===== src/hw/rtl/mprc_pkg.sv =====
// shared types, constants and register codes for the med predictive residual coder
`timescale 1ns / 1ps
`default_nettype none

package mprc_pkg;

    localparam int MAX_WIDTH    = 4096;
    localparam int COL_W        = $clog2(MAX_WIDTH);
    localparam int ROW_W        = 16;
    localparam int PIX_W        = 8;
    localparam int RES_W        = 9;
    localparam int WIDTH_REG_W  = 13;
    localparam int HEIGHT_REG_W = 16;
    localparam int CFG_DATA_W   = 16;
    localparam int CFG_ADDR_W   = 2;

    // configuration register indexes
    localparam logic [CFG_ADDR_W-1:0] CFG_MODE   = 2'd0;
    localparam logic [CFG_ADDR_W-1:0] CFG_WIDTH  = 2'd1;
    localparam logic [CFG_ADDR_W-1:0] CFG_HEIGHT = 2'd2;

    localparam logic [WIDTH_REG_W-1:0]  WIDTH_RESET  = 13'd640;
    localparam logic [HEIGHT_REG_W-1:0] HEIGHT_RESET = 16'd480;

    typedef enum logic {
        MODE_ENCODE = 1'b0,
        MODE_DECODE = 1'b1
    } mode_t;

    typedef struct packed {
        logic signed [RES_W-1:0] residual;
        logic [PIX_W-1:0]        pixel;
        logic                    end_of_frame;
    } result_t;

endpackage

`default_nettype wire


===== src/hw/rtl/mprc_skid.sv =====
// output register with skid stage so the input ready is fully registered
`timescale 1ns / 1ps
`default_nettype none

module mprc_skid (
    input  wire logic              aclk,
    input  wire logic              aresetn,
    input  wire logic              in_valid,
    output logic                   in_ready,
    input  wire mprc_pkg::result_t in_data,
    output logic                   out_valid,
    input  wire logic              out_ready,
    output mprc_pkg::result_t      out_data
);

    import mprc_pkg::*;

    logic    out_valid_reg;
    logic    skid_valid_reg;
    result_t out_data_reg;
    result_t skid_data_reg;
    logic    out_free;

    assign in_ready = !skid_valid_reg;
    assign out_free = out_ready || !out_valid_reg;

    always_ff @(posedge aclk) begin
        if (!aresetn) begin
            out_valid_reg  <= 1'b0;
            skid_valid_reg <= 1'b0;
        end else if (out_free) begin
            if (skid_valid_reg) begin
                out_valid_reg  <= 1'b1;
                skid_valid_reg <= 1'b0;
            end else begin
                out_valid_reg  <= in_valid;
            end
        end else if (in_valid && !skid_valid_reg) begin
            skid_valid_reg <= 1'b1;
        end
    end

    always_ff @(posedge aclk) begin
        if (out_free) begin
            out_data_reg <= skid_valid_reg ? skid_data_reg : in_data;
        end
        if (!out_free && !skid_valid_reg) begin
            skid_data_reg <= in_data;
        end
    end

    assign out_valid = out_valid_reg;
    assign out_data  = out_data_reg;

endmodule

`default_nettype wire


===== config.mk =====
export PLATFORM = sky130hd
export DESIGN_NAME = mprc_skid
export DESIGN_NICKNAME = d
export VERILOG_FILES = /design/src/hw/rtl/mprc_pkg.sv /design/src/hw/rtl/mprc_skid.sv
export SDC_FILE = /design/constraint.sdc
export NUM_CORES = 1
export LEC_CHECK = 0
export ABC_CLOCK_PERIOD_IN_PS = 3100
export BUFFER_PORTS_ARGS = -buffer_cell sky130_fd_sc_hd__buf_2
export CAP_MARGIN = 30
export CORE_UTILIZATION = 50
export DETAILED_ROUTE_END_ITERATION = 10
export PLACE_DENSITY = 0.85
export SLEW_MARGIN = 5
export SYNTH_ARGS = -nofsm -noshare
export SYNTH_HDL_FRONTEND = slang
export SYNTH_SLANG_ARGS = --single-unit

===== constraint.sdc =====
create_clock -name aclk -period 3.1 [get_ports aclk]
set_clock_uncertainty 0.2 [all_clocks]
set_input_delay 0.31 -clock aclk [delete_from_list [all_inputs] [get_ports aclk]]
set_output_delay 0.31 -clock aclk [all_outputs]
set_load 0.01 [all_outputs]

# Word level (Yosys, flattened, before mapping)

Index checks and enable logic that the tools add are counted.

Register bits: 38
Input port bits: 22
Output and inout port bits: 20
Logic and storage cells: 18

Muxes and demuxes: 2
Bitwise operators: 1
Reductions and logical operators: 7

Operators with widths:

| kind                | count |
|---|---|
| $mux W18            | 1 |
| $logic_not A1 Y1    | 3 |
| $logic_and A1 B1 Y1 | 2 |
| $reduce_or A2 Y1    | 1 |
| $logic_or A1 B1 Y1  | 1 |
| $mux W1             | 1 |
| $not A1 Y1          | 1 |

# Logic depth before layout (Yosys ltp)

Word-level depth: 4
Gate-level depth with buffers: 3
Depth with buffers taken out: 2

# Least setup slack after synthesis

OpenSTA, ideal clock, no wires.

Path kind: input-to-reg
From: in out_ready
To: reg skid_data_reg[0] (netlist bit) (enable)
Setup time: 0.393 ns
Arrival: 1.716 ns
Required time: 2.507 ns
Setup slack: 0.792 ns
Stages on the path: 2
Path buffers: 0
Cell sequence: nand2b_1 > nor2_1

Word-level cells in the longest chain between the ends: 3

RTL lines:

| what                 | line            | source |
|---|---|---|
| start, declared      | mprc_skid.sv:12 | `input wire logic out_ready,` |
| $logic_or A1 B1 Y1   | mprc_skid.sv:25 | `assign out_free = out_ready \|\| !out_valid_reg;` |
| $logic_not A1 Y1     | mprc_skid.sv:47 | `if (!out_free && !skid_valid_reg) begin` |
| $logic_and A1 B1 Y1  | mprc_skid.sv:47 |  |
| end signal, assigned | mprc_skid.sv:48 | `skid_data_reg <= in_data;` |
| end, declared        | mprc_skid.sv:21 | `result_t skid_data_reg;` |

No other way between the ends.
A chain may end at the register's enable or synchronous reset.

# Worst setup path in the final report

From: reg out_valid_reg, in the netlist out_valid
To: reg skid_data_reg[7] (netlist bit) (enable)

Word-level cells in the longest chain between the ends: 4

RTL lines:

| what                   | line            | source |
|---|---|---|
| start, declared        | mprc_skid.sv:18 | `logic out_valid_reg;` |
| start signal, assigned | mprc_skid.sv:36 | `out_valid_reg <= in_valid;` |
| $logic_not A1 Y1       | mprc_skid.sv:25 |  |
| $logic_or A1 B1 Y1     | mprc_skid.sv:25 |  |
| net out_free           | mprc_skid.sv:22 | `logic out_free;` |
| $logic_not A1 Y1       | mprc_skid.sv:47 |  |
| $logic_and A1 B1 Y1    | mprc_skid.sv:47 |  |

The timed path passes the listed nets, and every way through them passes these cells.

==> run_results.csv <==
group,metric,value,unit
run_status,result_of_the_run,"completed",
global_routing,grt_util_all_layers,16.6,%
timing,worst_slew_pin_slew,0.708,ns
layout,regArea,1120,um2
clock_network,cts.sinks,38,
flow_run,cap_viol_max_count,0,
logic_synthesis,synth-edff-count,36,
layout,diodes,0,
power_and_ir_drop,pwr_density_cell,495,nW/um2
logic_synthesis,synth_mux_area_share,18.4,%
layout,fillerInstances,190,
logic_synthesis,synth_async_sr_flop_share,0,%
clock_network,cts_inserted_buffers,5,
global_routing,globalRouteOverflowTotal,0,
logic_synthesis,yosysMostFrequentCell,"sky130_fd_sc_hd__edfxtp_1",
critical_path,crit_path_end_kind,"flip-flop",
logic_synthesis,syn_nets,86,
clock_network,clkSlewWorstSetupHoldPaths,0.09,ns
routing,drt-vias-per-instance,4.99,
logic_synthesis,synth_top_family_by_area,"multiplexers",
timing,final_hold_viol_count,0,
placement,port_buffers,41,
logic_synthesis,post_synth_main_area_contributors,"sky130_fd_sc_hd__edfxtp_1, sky130_fd_sc_hd__mux2_4, sky130_fd_sc_hd__dfxtp_1",
timing,layout_worst_path_cycle_share,57.3,%
routing,detailedRoute.firstPassIterationCount,4,
die,floorplan.io_pins,42,
logic_synthesis,synth_xor_area_share,0,%
timing,timing.max_slew.rel_slack,52.6,%
critical_path,cp_data_arrival_time,1.61,ns
routing,wirelength,2350,um
die,core_area,2760,um2
critical_path,critical_path_required,2.94,ns
timing,grt_setup_unrepaired,"false",
critical_path,critPathKind,"flip-flop to flip-flop",
logic_synthesis,post-synth-top-area-fraction,74.5,%
logic_synthesis,syn-instance-count,64,
logic_synthesis,synthesis.area_per_instance,22.7,um2
timing,tns,0,ns
die,die_y,55.9,um
global_routing,grt_antenna_before_repair,0,
die,die-width,55.9,um
logic_synthesis,synth-seq-area-share,77.3,%
hold_path,hold_path_class,"primary input to flip-flop",
critical_path,crit_path_max_fanout,10,
global_routing,first_pass_grt_wire_length,3790,um
clock_network,cts_htree_levels,2,
clock_network,insertion_delay,0.32,ns
logic_synthesis,mappedNetlistArea,1450,um2
logic_synthesis,flops_latches_synth,38,
die,num_rows,19,
routing,post_drt_wl_per_cell,14.4,um
logic_synthesis,netlist_top_cells_count,"sky130_fd_sc_hd__edfxtp_1, sky130_fd_sc_hd__mux2_4, sky130_fd_sc_hd__buf_6, sky130_fd_sc_hd__dfxtp_1",
logic_synthesis,synthFlopType,"sky130_fd_sc_hd__edfxtp_1",
logic_synthesis,synth-compound-area-share,0.518,%
timing,achievable-frequency,563,MHz
timing,setup_viol,0,
layout,multiInputGateArea,303,um2
logic_synthesis,synth.yosys.warnings,0,
routing,route.detailed.drc,0,
logic_synthesis,synth_simple_gate_area_share,1.98,%
placement,gp_routability_congestion,0.713,
timing,final.min_clock_period,1.78,ns
routing,num_vias,814,
clock_network,clock-root-buffer,"sky130_fd_sc_hd__clkbuf_4",
global_routing,grt_max_degree,21,
global_routing,grt_pass1_vias,810,
die,floorplan.initialDensity,52.6,%
layout,final_layout_size_suffix_gt1_share,53.0,%
power_and_ir_drop,power.ir.vdd_worst,403,uV
logic_synthesis,synth_adder_area_share,0,%
die,dieArea,3120,um2
placement,dpl.hpwl,1520,um
layout,flow.area_growth_from_synthesis,33.3,%
routing,first_iter_violations,23,
timing,finalMaxSlewViolations,0,
logic_synthesis,synth_largest_area_cell,"sky130_fd_sc_hd__edfxtp_1",
routing,drtAntennaViolNets,0,
placement,numPlacedInstances,137,
layout,fin_nets,153,
clock_network,tritoncts,"yes",
critical_path,startpoint_class_of_the_critical_path,"flip-flop",
power_and_ir_drop,leakagePower,0.786,nW
layout,final_cell_count_without_fillers,163,
logic_synthesis,netlist-cell-type-count,11,
clock_network,cts_buffer_depth,2,
[through the flow]
| step | worst slack (ns) | power, W | utilization, % | instance area [um2] | hold WS [ns] |
|---|---|---|---|---|---|
| after floorplan | 0.792 | 0.000658 | - | 1450 | 0.209 |
| after global routing | 1.19 | 0.000994 | 70.1 | 1930 | 0.0251 |
| after detailed placement | 1.15 | 0.000699 | 61.4 | 1690 | 0.305 |
| final | 1.32 | 0.000958 | 70.1 | 1930 | 0.0315 |
| after CTS | 1.28 | 0.000967 | 70.1 | 1930 | 0.0247 |
| after global placement | 1.25 | 0.000695 | 61.4 | 1690 | 0.306 |
[critical path: stages (launching register included)]
cell	delay, ns
sky130_fd_sc_hd__dfxtp_1	0.35
sky130_fd_sc_hd__nand2b_1	0.08
sky130_fd_sc_hd__nor2_1	0.55
sky130_fd_sc_hd__buf_4	0.31
[final cells by class]
cell class,count,share of cell area [%]
Clock buffer,8,3.04
Multi-Input combinational cell,23,15.7
Inverter,1,0.194
Timing Repair Buffer,62,21.1
Sequential cell,38,58.0
Tap cell,31,2.01
[cell families after synthesis]
logic type / after synthesis
buf+inv: 3
flops: 38
compound gates: 1
mux: 18
simple gates: 4
[cells in the final DEF, fill, tap and decap left out]
cell type and n:
sky130_fd_sc_hd__inv_1 1, sky130_fd_sc_hd__mux2_4 17, sky130_fd_sc_hd__edfxtp_1 36, sky130_fd_sc_hd__nor3b_2 1, sky130_fd_sc_hd__a21boi_1 1, sky130_fd_sc_hd__nor2_1 1
sky130_fd_sc_hd__clkbuf_4 5, sky130_fd_sc_hd__mux2_2 1, sky130_fd_sc_hd__nor2_2 1, sky130_fd_sc_hd__clkbuf_1 2, sky130_fd_sc_hd__clkbuf_8 1, sky130_fd_sc_hd__buf_4 3
sky130_fd_sc_hd__nand2b_1 1, sky130_fd_sc_hd__dlygate4sd3_1 18, sky130_fd_sc_hd__dfxtp_1 2, sky130_fd_sc_hd__buf_2 41
[routing by layer]
| metal | vias up | routed length, um | track usage [%] |
|---|---|---|---|
| met5 | - | 0 | 0 |
| met4 | 0 | 47 | 11.5 |
| met3 | 6 | 141 | 4.65 |
| met2 | 35 | 1160 | 24.6 |
| met1 | 391 | 1000 | 21.4 |
| li1 | 382 | - | - |
[path summary, 6_finish.rpt]
kind                                   startpoint          endpoint  slack [ns]  cells after the start
worst min register to register  skid_data_reg[14]      out_data[14]        0.35                      1
worst min-delay path                      aresetn         out_valid        0.03                      2
worst max register to register          out_valid  skid_data_reg[7]        1.32                      3
worst max-delay path                    out_valid  skid_data_reg[7]        1.32                      3
[report_power, final]
| group | internal (W) | switching (W) |
|---|---|---|
| clock | 0.000112 | 0.000141 |
| combinational | 0.0000596 | 0.0000443 |
| sequential | 0.000594 | 0.00000664 |
[what timing repair did]
action                    in CTS  in global routing
resized for setup              0                  0
hold endpoints to repair      18                  0
setup buffers                  0                  0
hold buffers                  18                  0
Power figures use the tool's default switching activity.
