$ cat config.mk
export PLATFORM = sky130hd
export DESIGN_NAME = mprc_core
export DESIGN_NICKNAME = d
export VERILOG_FILES = /design/src/hw/rtl/mprc_pkg.sv /design/src/hw/rtl/mprc_core.sv
export SDC_FILE = /design/constraint.sdc
export NUM_CORES = 1
export LEC_CHECK = 0
export ABC_AREA = 1
export BUFFER_PORTS_ARGS = -buffer_cell sky130_fd_sc_hd__buf_2
export CAP_MARGIN = 20
export CORE_MARGIN = 2
export CORE_UTILIZATION = 40
export DETAILED_ROUTE_END_ITERATION = 10
export PLACE_DENSITY = 0.67
export SLEW_MARGIN = 20
export SYNTH_ARGS = -nofsm -noshare
export SYNTH_HDL_FRONTEND = slang
export SYNTH_SLANG_ARGS = --single-unit
export TNS_END_PERCENT = 10
$ cat constraint.sdc
create_clock -name vclk -period 6.6
set_clock_uncertainty 0.15 [all_clocks]
set_input_delay 0.99 -clock vclk [all_inputs]
set_output_delay 0.99 -clock vclk [all_outputs]
set_load 0.03 [all_outputs]
$ cat src/hw/rtl/mprc_pkg.sv
// shared types, constants and register codes for the med predictive residual coder
`timescale 1ns / 1ps
`default_nettype none

package mprc_pkg;

    localparam int MAX_WIDTH    = 4096;
    localparam int COL_W        = $clog2(MAX_WIDTH);
    localparam int ROW_W        = 16;
    localparam int PIX_W        = 8;
    localparam int RES_W        = 9;
    localparam int WIDTH_REG_W  = 13;
    localparam int HEIGHT_REG_W = 16;
    localparam int CFG_DATA_W   = 16;
    localparam int CFG_ADDR_W   = 2;

    // configuration register indexes
    localparam logic [CFG_ADDR_W-1:0] CFG_MODE   = 2'd0;
    localparam logic [CFG_ADDR_W-1:0] CFG_WIDTH  = 2'd1;
    localparam logic [CFG_ADDR_W-1:0] CFG_HEIGHT = 2'd2;

    localparam logic [WIDTH_REG_W-1:0]  WIDTH_RESET  = 13'd640;
    localparam logic [HEIGHT_REG_W-1:0] HEIGHT_RESET = 16'd480;

    typedef enum logic {
        MODE_ENCODE = 1'b0,
        MODE_DECODE = 1'b1
    } mode_t;

    typedef struct packed {
        logic signed [RES_W-1:0] residual;
        logic [PIX_W-1:0]        pixel;
        logic                    end_of_frame;
    } result_t;

endpackage

`default_nettype wire

$ cat src/hw/rtl/mprc_core.sv
// median edge detector prediction with encode and saturating decode
`timescale 1ns / 1ps
`default_nettype none

module mprc_core (
    input  wire mprc_pkg::mode_t                   mode,
    input  wire logic                              col_zero,
    input  wire logic                              row_zero,
    input  wire logic        [mprc_pkg::PIX_W-1:0] left,
    input  wire logic        [mprc_pkg::PIX_W-1:0] above,
    input  wire logic        [mprc_pkg::PIX_W-1:0] upper_left,
    input  wire logic        [mprc_pkg::PIX_W-1:0] pixel_in,
    input  wire logic signed [mprc_pkg::RES_W-1:0] residual_in,
    output logic             [mprc_pkg::PIX_W-1:0] pixel_out,
    output logic signed      [mprc_pkg::RES_W-1:0] residual_out
);

    import mprc_pkg::*;

    logic [PIX_W-1:0] a, b, c;
    logic [PIX_W-1:0] lo, hi, pred;
    logic [PIX_W-1:0] gradient;
    logic signed [RES_W:0] sum;

    // outside the frame neighbors read as zero
    assign a = col_zero ? '0 : left;
    assign b = row_zero ? '0 : above;
    assign c = (col_zero || row_zero) ? '0 : upper_left;

    assign lo = (a < b) ? a : b;
    assign hi = (a < b) ? b : a;
    // only used when c lies strictly between lo and hi, so it never leaves 0..255
    assign gradient = a + b - c;

    always_comb begin
        priority if (c >= hi) begin
            pred = lo;
        end else if (c <= lo) begin
            pred = hi;
        end else begin
            pred = gradient;
        end
    end

    assign sum = {residual_in[RES_W-1], residual_in} + $signed({2'b00, pred});

    always_comb begin
        unique case (mode)
            MODE_ENCODE: begin
                pixel_out    = pixel_in;
                residual_out = $signed({1'b0, pixel_in}) - $signed({1'b0, pred});
            end
            MODE_DECODE: begin
                residual_out = residual_in;
                priority if (sum[RES_W]) begin
                    pixel_out = '0;
                end else if (sum[RES_W-1]) begin
                    pixel_out = '1;
                end else begin
                    pixel_out = sum[PIX_W-1:0];
                end
            end
            default: begin
                pixel_out    = pixel_in;
                residual_out = residual_in;
            end
        endcase
    end

endmodule

`default_nettype wire

# Yosys cells after proc, flatten, opt, wreduce, memory -nomap -nowiden
# Index checks and enable logic that the tools add are counted.
# totals
input_bits	44
ff_bits	0
output_inout_bits	17
elab_cells	20
# classes
n_reduce_logical	1
muxes	11
n_bitwise	1
order_cmp	3
n_addsub	4
# op_table
cell	n
two-way mux 8 bit	9
one-hot mux 9 bit (2 select lines)	1
one-hot mux 8 bit (2 select lines)	1
adder 9 x 9 -> 10 bit	1
subtractor 8 x 8 -> 9 bit	1
adder 8 bit	1
>= comparator 8 bit	1
<= comparator 8 bit	1
less-than comparator 8 bit	1
subtractor 8 bit	1
logical OR 1 bit	1
inverter 1 bit	1

# Longest topological paths before layout
# Gate-level depths: netlist (run 1).
# depth
ltp_word	10
mapped_depth	38

# Worst setup path before layout (run 1)
# Ideal clock, no wire load.
# synth_timing
path_kind	input to output
startpoint	in col_zero
endpoint	out residual_out[6] (netlist name)
t_arrival_ns	5.617
path_slack_ns	-0.157
path_stages	31
t_required_ns	5.460
path_cell_list	inv_2 nand2_1 inv_1 ha_1 a21oi_1 nor2_1 a211oi_2 nand2_2 buf_2 buf_2 o21ai_0 ha_1 nand2_1 inv_1 o21ai_0 nand2_1 nand2_1 nand3_2 inv_1 o21ai_0 o21ai_0 ha_1 inv_1 fa_1 a21oi_1 o21bai_1 nand2_1 nand3_1 nand2_1 nor2_1 o31ai_1
# synth_between
elab_chain_len	8
elab_cells_between_ends	14
classes_between	3 x add/sub; 3 x order compare; 7 x mux; 1 x reduce/logical
# synth_rtl
element	line	source
start, declared	mprc_core.sv:7	input wire logic col_zero,
two-way mux 8 bit	mprc_core.sv:26	assign a = col_zero ? '0 : left;
less-than comparator 8 bit	mprc_core.sv:30, mprc_core.sv:31	
two-way mux 8 bit	mprc_core.sv:30	assign lo = (a < b) ? a : b;
<= comparator 8 bit	mprc_core.sv:38	end else if (c <= lo) begin
two-way mux 8 bit	mprc_core.sv:38	
two-way mux 8 bit *	mprc_core.sv:36	priority if (c >= hi) begin
subtractor 8 x 8 -> 9 bit *	mprc_core.sv:51	residual_out = $signed({1'b0, pixel_in}) - $signed({1'b0, pred});
one-hot mux 9 bit (2 select lines) *	mprc_core.sv:48	unique case (mode)
end, declared	mprc_core.sv:15	output logic signed [mprc_pkg::RES_W-1:0] residual_out
# Mark *: on every way between the ends. The rest lies on a longest branch, timed or not.

# Worst setup path in the final report (run 1)
# layout_timing
startpoint	in col_zero
endpoint	out pixel_out[4] (netlist name)
# layout_between
elab_chain_len	10
elab_cells_between_ends	16
classes_between	3 x add/sub; 3 x order compare; 9 x mux; 1 x reduce/logical
# layout_rtl
element	line	source
two-way mux 8 bit	mprc_core.sv:26	
less-than comparator 8 bit	mprc_core.sv:30, mprc_core.sv:31	
two-way mux 8 bit	mprc_core.sv:30	
<= comparator 8 bit	mprc_core.sv:38	
two-way mux 8 bit	mprc_core.sv:38	
two-way mux 8 bit *	mprc_core.sv:36	
adder 9 x 9 -> 10 bit *	mprc_core.sv:45	assign sum = {residual_in[RES_W-1], residual_in} + $signed({2'b00, pred});
two-way mux 8 bit	mprc_core.sv:57	end else if (sum[RES_W-1]) begin
two-way mux 8 bit *	mprc_core.sv:55	priority if (sum[RES_W]) begin
one-hot mux 8 bit (2 select lines) *	mprc_core.sv:48	
end, declared	mprc_core.sv:14	output logic [mprc_pkg::PIX_W-1:0] pixel_out,
# Marked as above.

==> results.sh, run 1 <==
export IMPL_antenna_left=0
export IMPL_wl_met1_um=3320
export IMPL_whs_ns=2.16
export IMPL_die_x_um=82.8
export IMPL_dp_hpwl_um=6160
export IMPL_worst_setup_path_end_kind="output port"
export IMPL_pwr_share_seq_pct=0
export IMPL_finalCritPeriodShare_pct=99.4
export IMPL_wl_met3_um=293
export IMPL_wl_per_cell_um=12.8
export IMPL_ys_seq_area_share_pct=0
export IMPL_pre_cts_ws_ns=-0.157
export IMPL_drc=0
export IMPL_antenna_cells=0
export IMPL_drv_cap=0
export IMPL_via_per_inst=5.00
export IMPL_fp_dieH_um=82.8
export IMPL_drive_above_1_share_pct=39.4
export IMPL_peakVddDrop_mv=0.178
export IMPL_critPathLaunchType="input port"
export IMPL_num_vias=3087
export IMPL_slowest_stage="a211oi_2"
export IMPL_start_util_pct=41.7
export IMPL_finalSetupViolations=0
export IMPL_power_switching_uw=487
export IMPL_min_path_type="in2out"
export IMPL_yosysWarnings=0
export IMPL_grt_overflow_total=0
export IMPL_synthDominantCellAreaShare_pct=23.2
export IMPL_yosysUniqueCellTypes=35
export IMPL_clkbuf_count=0
export IMPL_synthCells=419
export IMPL_synthesis_area_sq_mm=0.00248
export IMPL_p_leak_uw=0.00220
export IMPL_grt_pass1_vias=2754
export IMPL_p_sw_share_pct=55.4
export IMPL_worst_pin_slew_ns=0.527
export IMPL_antenna_found_initial=0
export IMPL_cts_hold_buf=0
export IMPL_io_pins=61
export IMPL_intPower_uw=392
export IMPL_dp_cells=603
export IMPL_wirelength_um=7940
export IMPL_top_layer="met4"
export IMPL_grtUsageTotal_pct=20.3
export IMPL_yosysTopAreaCell="ha_1"
export IMPL_combPwrFrac_pct=100.0
export IMPL_finalHoldViolCount=0
export IMPL_syn_avg_cell_area_sq_um=5.92
export IMPL_period_needed_ns=6.56
export IMPL_path_common_cell="nand2_1"
export IMPL_powerDensity_mw_per_mm2=230
export IMPL_fin_cells=618
export IMPL_relSlewSlack_pct=64.8
export IMPL_dr_wl_met2_um=4180
export IMPL_core_sq_mm=0.00596
export IMPL_synth_commonest_cells="nand2_1, inv_1, ha_1"
export IMPL_rsz0062_at_grt="true"
export IMPL_slowest_delay_ns=0.32
export IMPL_grt_max_degree=21
export IMPL_status="finished clean"
export IMPL_worst_ep_arrival_time_ns=5.42
export IMPL_area_delta_synth_final_pct=53.9
export IMPL_num_rows=28
export IMPL_seq_cell_count=0
export IMPL_seqCellArea_sq_um=0
export IMPL_p_clk_share_pct=0
export IMPL_dr_first_iter_drc_count=78
export IMPL_worstSetupPathType="in2out"
export IMPL_crit_fanout=8
export IMPL_max_freq_ghz=0.152
export IMPL_die_area_sq_mm=0.00685
export IMPL_portBuffers=61
export IMPL_syn_num_nets=517
export IMPL_synth_area_leaders="ha_1, nand2_1, inv_1"
export IMPL_cp_required_ns=5.46
export IMPL_place_gp_congestion=0.880
export IMPL_timing_final_ws_setup_ns=0.0369
export IMPL_final_nets=643
export IMPL_grt_pass1_wl_um=11300
export IMPL_synth_most_common_cell="nand2_1"
export IMPL_firstDrtPassIters=5
export IMPL_report_final_slew_viol_count=0
-- routing by layer --
metal	up-vias	GRT usage, %
met1	1383	23.9
met5	-	0
met2	90	42.7
met4	0	0
met3	14	0
li1	1600	-
-- timing repair --
| action | 4_1_cts | 5_1_grt |
|---|---|---|
| gates resized for setup | 16 | 108 |
| cloned | 0 | 3 |
| pin swaps | 1 | 45 |
| setup endpoints to repair | 11 | 14 |
| buffers inserted | 0 | 13 |
-- path summary, 6_finish.rpt --
check,startpoint,to,cells past startpoint
max,col_zero,pixel_out[4],35
min,pixel_in[7],pixel_out[7],4
-- cells by family (layout without fill, tap and decap cells) --
| logic type | count (synthesis) | in the layout | synth area share (%) |
|---|---|---|---|
| buffers and inverters | 82 | 206 | 12.6 |
| XOR/XNOR | 12 | 12 | 4.23 |
| adder cells (fa/ha/maj) | 54 | 54 | 29.6 |
| AND/OR/NAND/NOR | 195 | 195 | 35.7 |
| AO/OA/AOI/OAI | 76 | 76 | 17.9 |
-- placed cells by master, fill, tap and decap left out, drive strengths merged --
cell type	n
nor2	24
o21ai	35
nor3	2
a21oi	24
fa	8
o22ai	1
a31oi	1
inv	76
xor2	8
clkbuf	2
clkinv	1
nand2	139
ha	46
a211oi	2
o21bai	6
nand3	24
a21o	1
and2	1
o21a	1
o211ai	3
buf	127
o31ai	2
xnor2	4
nand4	5
-- final cells by class --
cell class	count	area [sq um]
Fill cell	518	2130
Tap cell	75	93.8
Multi-Input combinational cell	337	2470
Timing Repair Buffer	129	947
Inverter	77	312
-- power groups by stage --
stage / Sequential [uW] / Clock [uW] / Combinational (uW)
2_1_floorplan: 0 / 0 / 505
3_3_place_gp: 0 / 0 / 731
3_5_place_dp: 0 / 0 / 746
4_1_cts: 0 / 0 / 765
5_1_grt: 0 / 0 / 977
6_report: 0 / 0 / 879
-- metrics by stage --
stage	total power, uW	TNS [ns]	util, %	cell area, sq um
after floorplan	505	0	-	2490
after global placement	731	-0.0814	54.8	3260
after detailed placement	746	-1.05	54.8	3260
after CTS	765	0	55.3	3300
after global routing	977	-2.59	64.2	3820
final	879	0	64.2	3820
-- critical path, delay by kind of cell --
kind                       cells  cell delay, ns
AOI/OAI and AO/OA             10            1.67
and+or+nand+nor               14            1.20
buffers and inverters          8            0.85
adders and majority gates      3            0.69
No activity file was read; power rests on OpenSTA's default activity.
==> run 2: changes to the inputs <==
PLACE_DENSITY = 0.65   (was 0.67)
SLEW_MARGIN = not set   (was 20)
clock period = 6.7 ns   (was 6.6 ns; I/O delays follow)
==> run 2 against run 1 <==
Utilization is 0.63 points lower; hold slack improved by 0.032 ns; critical path depth grew 1; wire length did not move; flip-flop and latch count is the same; critical endpoint is now pixel_out[3].
==> results.sh, run 2 (same netlist as run 1, synthesis figures left out) <==
export IMPL_finalHoldViolCount=0
export IMPL_postLayoutCoreUtil_pct=63.5
export IMPL_num_rows=28
export IMPL_grtUsageTotal_pct=19.7
export IMPL_portBuffers=61
export IMPL_path_common_cell="nand2_1"
export IMPL_grt_max_degree=31
export IMPL_finalSetupViolations=0
export IMPL_slowest_delay_ns=0.35
export IMPL_firstDrtPassIters=4
export IMPL_dp_hpwl_um=6000
export IMPL_core_sq_mm=0.00596
export IMPL_seq_cell_count=0
export IMPL_final_area_sq_mm=0.00378
export IMPL_drv_cap=0
export IMPL_period_needed_ns=6.49
export IMPL_antenna_cells=0
export IMPL_timing_critical_path_to="pixel_out[3]"
export IMPL_dr_first_iter_drc_count=74
export IMPL_via_per_inst=4.99
export IMPL_worst_pin_slew_ns=0.564
export IMPL_slowest_stage="ha_1"
export IMPL_drc=0
export IMPL_die_area_sq_mm=0.00685
export IMPL_antenna_found_initial=0
export IMPL_fp_dieH_um=82.8
export IMPL_num_vias=3003
export IMPL_max_freq_ghz=0.154
export IMPL_report_final_slew_viol_count=0
export IMPL_relSlewSlack_pct=62.2
export IMPL_seqCellArea_sq_um=0
export IMPL_min_path_type="in2out"
export IMPL_clkbuf_count=0
export IMPL_worstHoldStart="pixel_in[0]"
export IMPL_start_util_pct=41.7
export IMPL_io_pins=61
export IMPL_wirelength_um=7940
export IMPL_status="finished clean"
export IMPL_mostFrequentLayoutCell="nand2_1"
export IMPL_worstSetupPathType="in2out"
export IMPL_cp_startpoint="row_zero"
export IMPL_grt_overflow_total=0
export IMPL_area_delta_synth_final_pct=52.4
export IMPL_place_gp_congestion=0.880
export IMPL_p_leak_uw=0.00210
export IMPL_worst_setup_path_end_kind="output port"
export IMPL_final_nets=627
export IMPL_worst_ep_arrival_time_ns=5.34
export IMPL_critPathLaunchType="input port"
export IMPL_grt_pass1_vias=2652
export IMPL_peakVddDrop_mv=0.167
export IMPL_cp_required_ns=5.54
export IMPL_grt_pass1_wl_um=11000
export IMPL_placed_cell_area_sq_mm=0.00311
export IMPL_layout_common_cells="nand2_1, inv_1, buf_2"
export IMPL_antenna_left=0
export IMPL_drive_above_1_share_pct=41.4
export IMPL_crit_fanout=8
export IMPL_powerDensity_mw_per_mm2=228
export IMPL_wl_per_cell_um=13.2
export IMPL_finalCritPeriodShare_pct=96.9
export IMPL_die_x_um=82.8
-- run 2: cell count changes in the layout (fill, tap and decap cells not counted), moves of 4 or more --
cell and change:
nand2_2 +6, nand2_4 -4, ha_1 -4, ha_4 +5
buf_4 -15, inv_1 -4
-- run 2: repair_timing --
| item | 4_1_cts | 5_1_grt |
|---|---|---|
| pin swaps | 1 | 42 |
| endpoints found under the setup margin | 8 | 13 |
| buffers inserted | 1 | 17 |
| hold buffers | 0 | 0 |
| gates resized for setup | 8 | 138 |
| cloned | 0 | 3 |
-- run 2: cell type report --
class	count	area [sq um]
Tap cell	75	93.8
Timing Repair Buffer	113	808
Multi-Input combinational cell	337	2570
Fill cell	565	2170
Inverter	77	309
-- run 2: power by group --
group | switching [uW] | internal (uW) | total (uW) | leakage (uW)
Combinational | 491 | 370 | 861 | 0.00210
Clock | 0 | 0 | 0 | 0
Sequential | 0 | 0 | 0 | 0
Total | 491 | 370 | 861 | 0.00210
-- run 2: critical path, delay by kind of cell --
family,cells,cell delay (ns)
simple gates,18,1.67
fa+ha+maj,3,0.89
buf+inv,8,0.79
compound gates,7,0.98
-- run 2: how the worst min path moves through the flow --
stage                      endpoint  cells past startpoint
floorplan           residual_out[6]                      2
global placement    residual_out[2]                      4
detailed placement     pixel_out[7]                      4
CTS                    pixel_out[3]                      4
global route           pixel_out[0]                      4
finish                 pixel_out[0]                      4
-- run 2: per-stage QoR --
stage	power, uW	setup WS (ns)	std cells	hold WS [ns]	TNS, ns
floorplan	497	0.160	419	2.06	0
global placement	680	-0.0170	581	2.23	-0.0681
detailed placement	690	-0.0985	581	2.23	-0.633
CTS	699	0.00744	582	2.22	0
global route	952	-0.0475	602	2.23	-0.344
finish	861	0.207	602	2.20	0
-- run 2: per-layer routing --
metal / vias up / GRT usage [%] / wire length, um
li1: 1570 / - / -
met1: 1350 / 24.6 / 3350
met2: 77 / 39.0 / 4220
met3: 6 / 0.216 / 283
met4: 0 / 1.80 / 87
met5: - / 0 / 0
==> run 3: changes to the inputs <==
CORE_ASPECT_RATIO = 1.25   (was not set)
clock period = 8.1 ns   (was 6.7 ns; I/O delays follow)
==> run 3 against run 2 <==
Cell area is 23% lower; die area hardly changed; global-route usage fell by 0.30 points; combinational power is 38% lower; critical path depth shrank 6.
==> results.sh, run 3 (same netlist as run 1, synthesis figures left out) <==
export IMPL_min_delay_path_depth=4
export IMPL_die_x_um=74.5
export IMPL_area_delta_synth_final_pct=17.0
export IMPL_cp_required_ns=6.73
export IMPL_worst_pin_slew_ns=0.561
export IMPL_postLayoutCoreUtil_pct=47.7
export IMPL_wl_per_cell_um=12.2
export IMPL_grt_max_degree=31
export IMPL_placed_cell_area_sq_mm=0.00287
export IMPL_worst_setup_path_end_kind="output port"
export IMPL_path_common_cell="nand2_1"
export IMPL_place_gp_congestion=0.898
export IMPL_start_util_pct=40.8
export IMPL_power_switching_uw=344
export IMPL_grt_pass1_wl_um=10800
export IMPL_grtUsageTotal_pct=19.4
export IMPL_wirelength_um=6850
export IMPL_seq_cell_count=0
export IMPL_num_vias=2775
export IMPL_cts_hold_buf=0
export IMPL_fin_cells=563
export IMPL_finalSetupViolations=0
export IMPL_io_pins=61
export IMPL_slowest_delay_ns=0.43
export IMPL_pwr_share_seq_pct=0
export IMPL_critPathLaunchType="input port"
export IMPL_dr_first_iter_drc_count=54
export IMPL_num_rows=32
export IMPL_drive_above_1_share_pct=19.2
export IMPL_min_path_type="in2out"
export IMPL_grt_pass1_vias=2502
export IMPL_relSlewSlack_pct=62.6
export IMPL_final_area_sq_mm=0.00291
export IMPL_final_nets=578
export IMPL_period_needed_ns=7.65
export IMPL_clkbuf_count=0
export IMPL_status="finished clean"
export IMPL_seqCellArea_sq_um=0
export IMPL_crit_fanout=15
export IMPL_powerDensity_mw_per_mm2=185
export IMPL_antenna_found_initial=0
export IMPL_p_clk_share_pct=0
export IMPL_mostFrequentLayoutCell="nand2_1"
export IMPL_core_sq_mm=0.00609
export IMPL_p_sw_share_pct=64.1
export IMPL_hold_end="pixel_out[3]"
export IMPL_layout_common_cells="nand2_1, inv_1, buf_2"
export IMPL_p_leak_uw=0.00178
export IMPL_cp_startpoint="col_zero"
export IMPL_dp_cells=560
export IMPL_power_uw=537
export IMPL_worstSetupPathType="in2out"
export IMPL_die_area_sq_mm=0.00686
export IMPL_drc=0
export IMPL_firstDrtPassIters=4
export IMPL_max_freq_ghz=0.131
export IMPL_slowest_stage="o21ai_0"
export IMPL_worst_ep_arrival_time_ns=6.28
export IMPL_antenna_cells=0
export IMPL_antenna_left=0
export IMPL_finalHoldViolCount=0
export IMPL_grt_overflow_total=0
export IMPL_fp_dieH_um=92.1
export IMPL_intPower_uw=193
export IMPL_peakVddDrop_mv=0.0758
export IMPL_portBuffers=61
export IMPL_combPwrFrac_pct=100.0
export IMPL_via_per_inst=4.93
export IMPL_worstHoldStart="pixel_in[3]"
export IMPL_drv_cap=0
export IMPL_report_final_slew_viol_count=0
export IMPL_dp_hpwl_um=6140
export IMPL_finalCritPeriodShare_pct=94.4
[run 3: final cells by class]
cell class                 instances  area (sq um)
inverter                          77           289
tap                               85           106
multi-input combinational        338          2190
timing repair buffer              63           320
fill                             694          3180
[run 3: repair_timing]
action | in CTS | in global routing
gates resized for setup | 0 | 4
setup endpoints to repair | 0 | 12
buffers inserted | 0 | 2
[run 3: worst max path at each step]
| stage | to | depth (start not counted) |
|---|---|---|
| floorplan | residual_out[6] | 31 |
| CTS | pixel_out[5] | 32 |
| detailed placement | pixel_out[7] | 32 |
| global placement | pixel_out[7] | 31 |
| finish | residual_out[6] | 30 |
| global route | residual_out[6] | 32 |
[run 3: metrics by stage]
stage / setup WS [ns] / hold WS (ns) / setup TNS (ns)
floorplan: 0.893 / 2.51 / 0
global placement: 0.432 / 2.65 / 0
detailed placement: 0.270 / 2.66 / 0
CTS: 0.265 / 2.66 / 0
global route: -0.000300 / 2.67 / -0.000300
finish: 0.452 / 2.66 / 0
[run 3: metal layers]
layer | share of wire [%] | routed length, um | track usage [%]
met4 | 0.82 | 56 | 1.79
met5 | 0 | 0 | 0
met3 | 2.9 | 199 | 0.440
met2 | 54 | 3700 | 39.1
met1 | 42 | 2890 | 22.5
[run 3: critical path, delay by kind of cell]
| family | cells | cell delay (ns) |
|---|---|---|
| AO/OA/AOI/OAI | 7 | 1.73 |
| AND/OR/NAND/NOR | 13 | 1.39 |
| adder cells (fa/ha/maj) | 4 | 1.04 |
| buffers and inverters | 6 | 0.87 |
[run 3: power by group through the flow]
stage | logic (uW) | clock network, uW | registers (uW)
2_1_floorplan | 410 | 0 | 0
3_3_place_gp | 523 | 0 | 0
3_5_place_dp | 529 | 0 | 0
4_1_cts | 532 | 0 | 0
5_1_grt | 605 | 0 | 0
6_report | 537 | 0 | 0
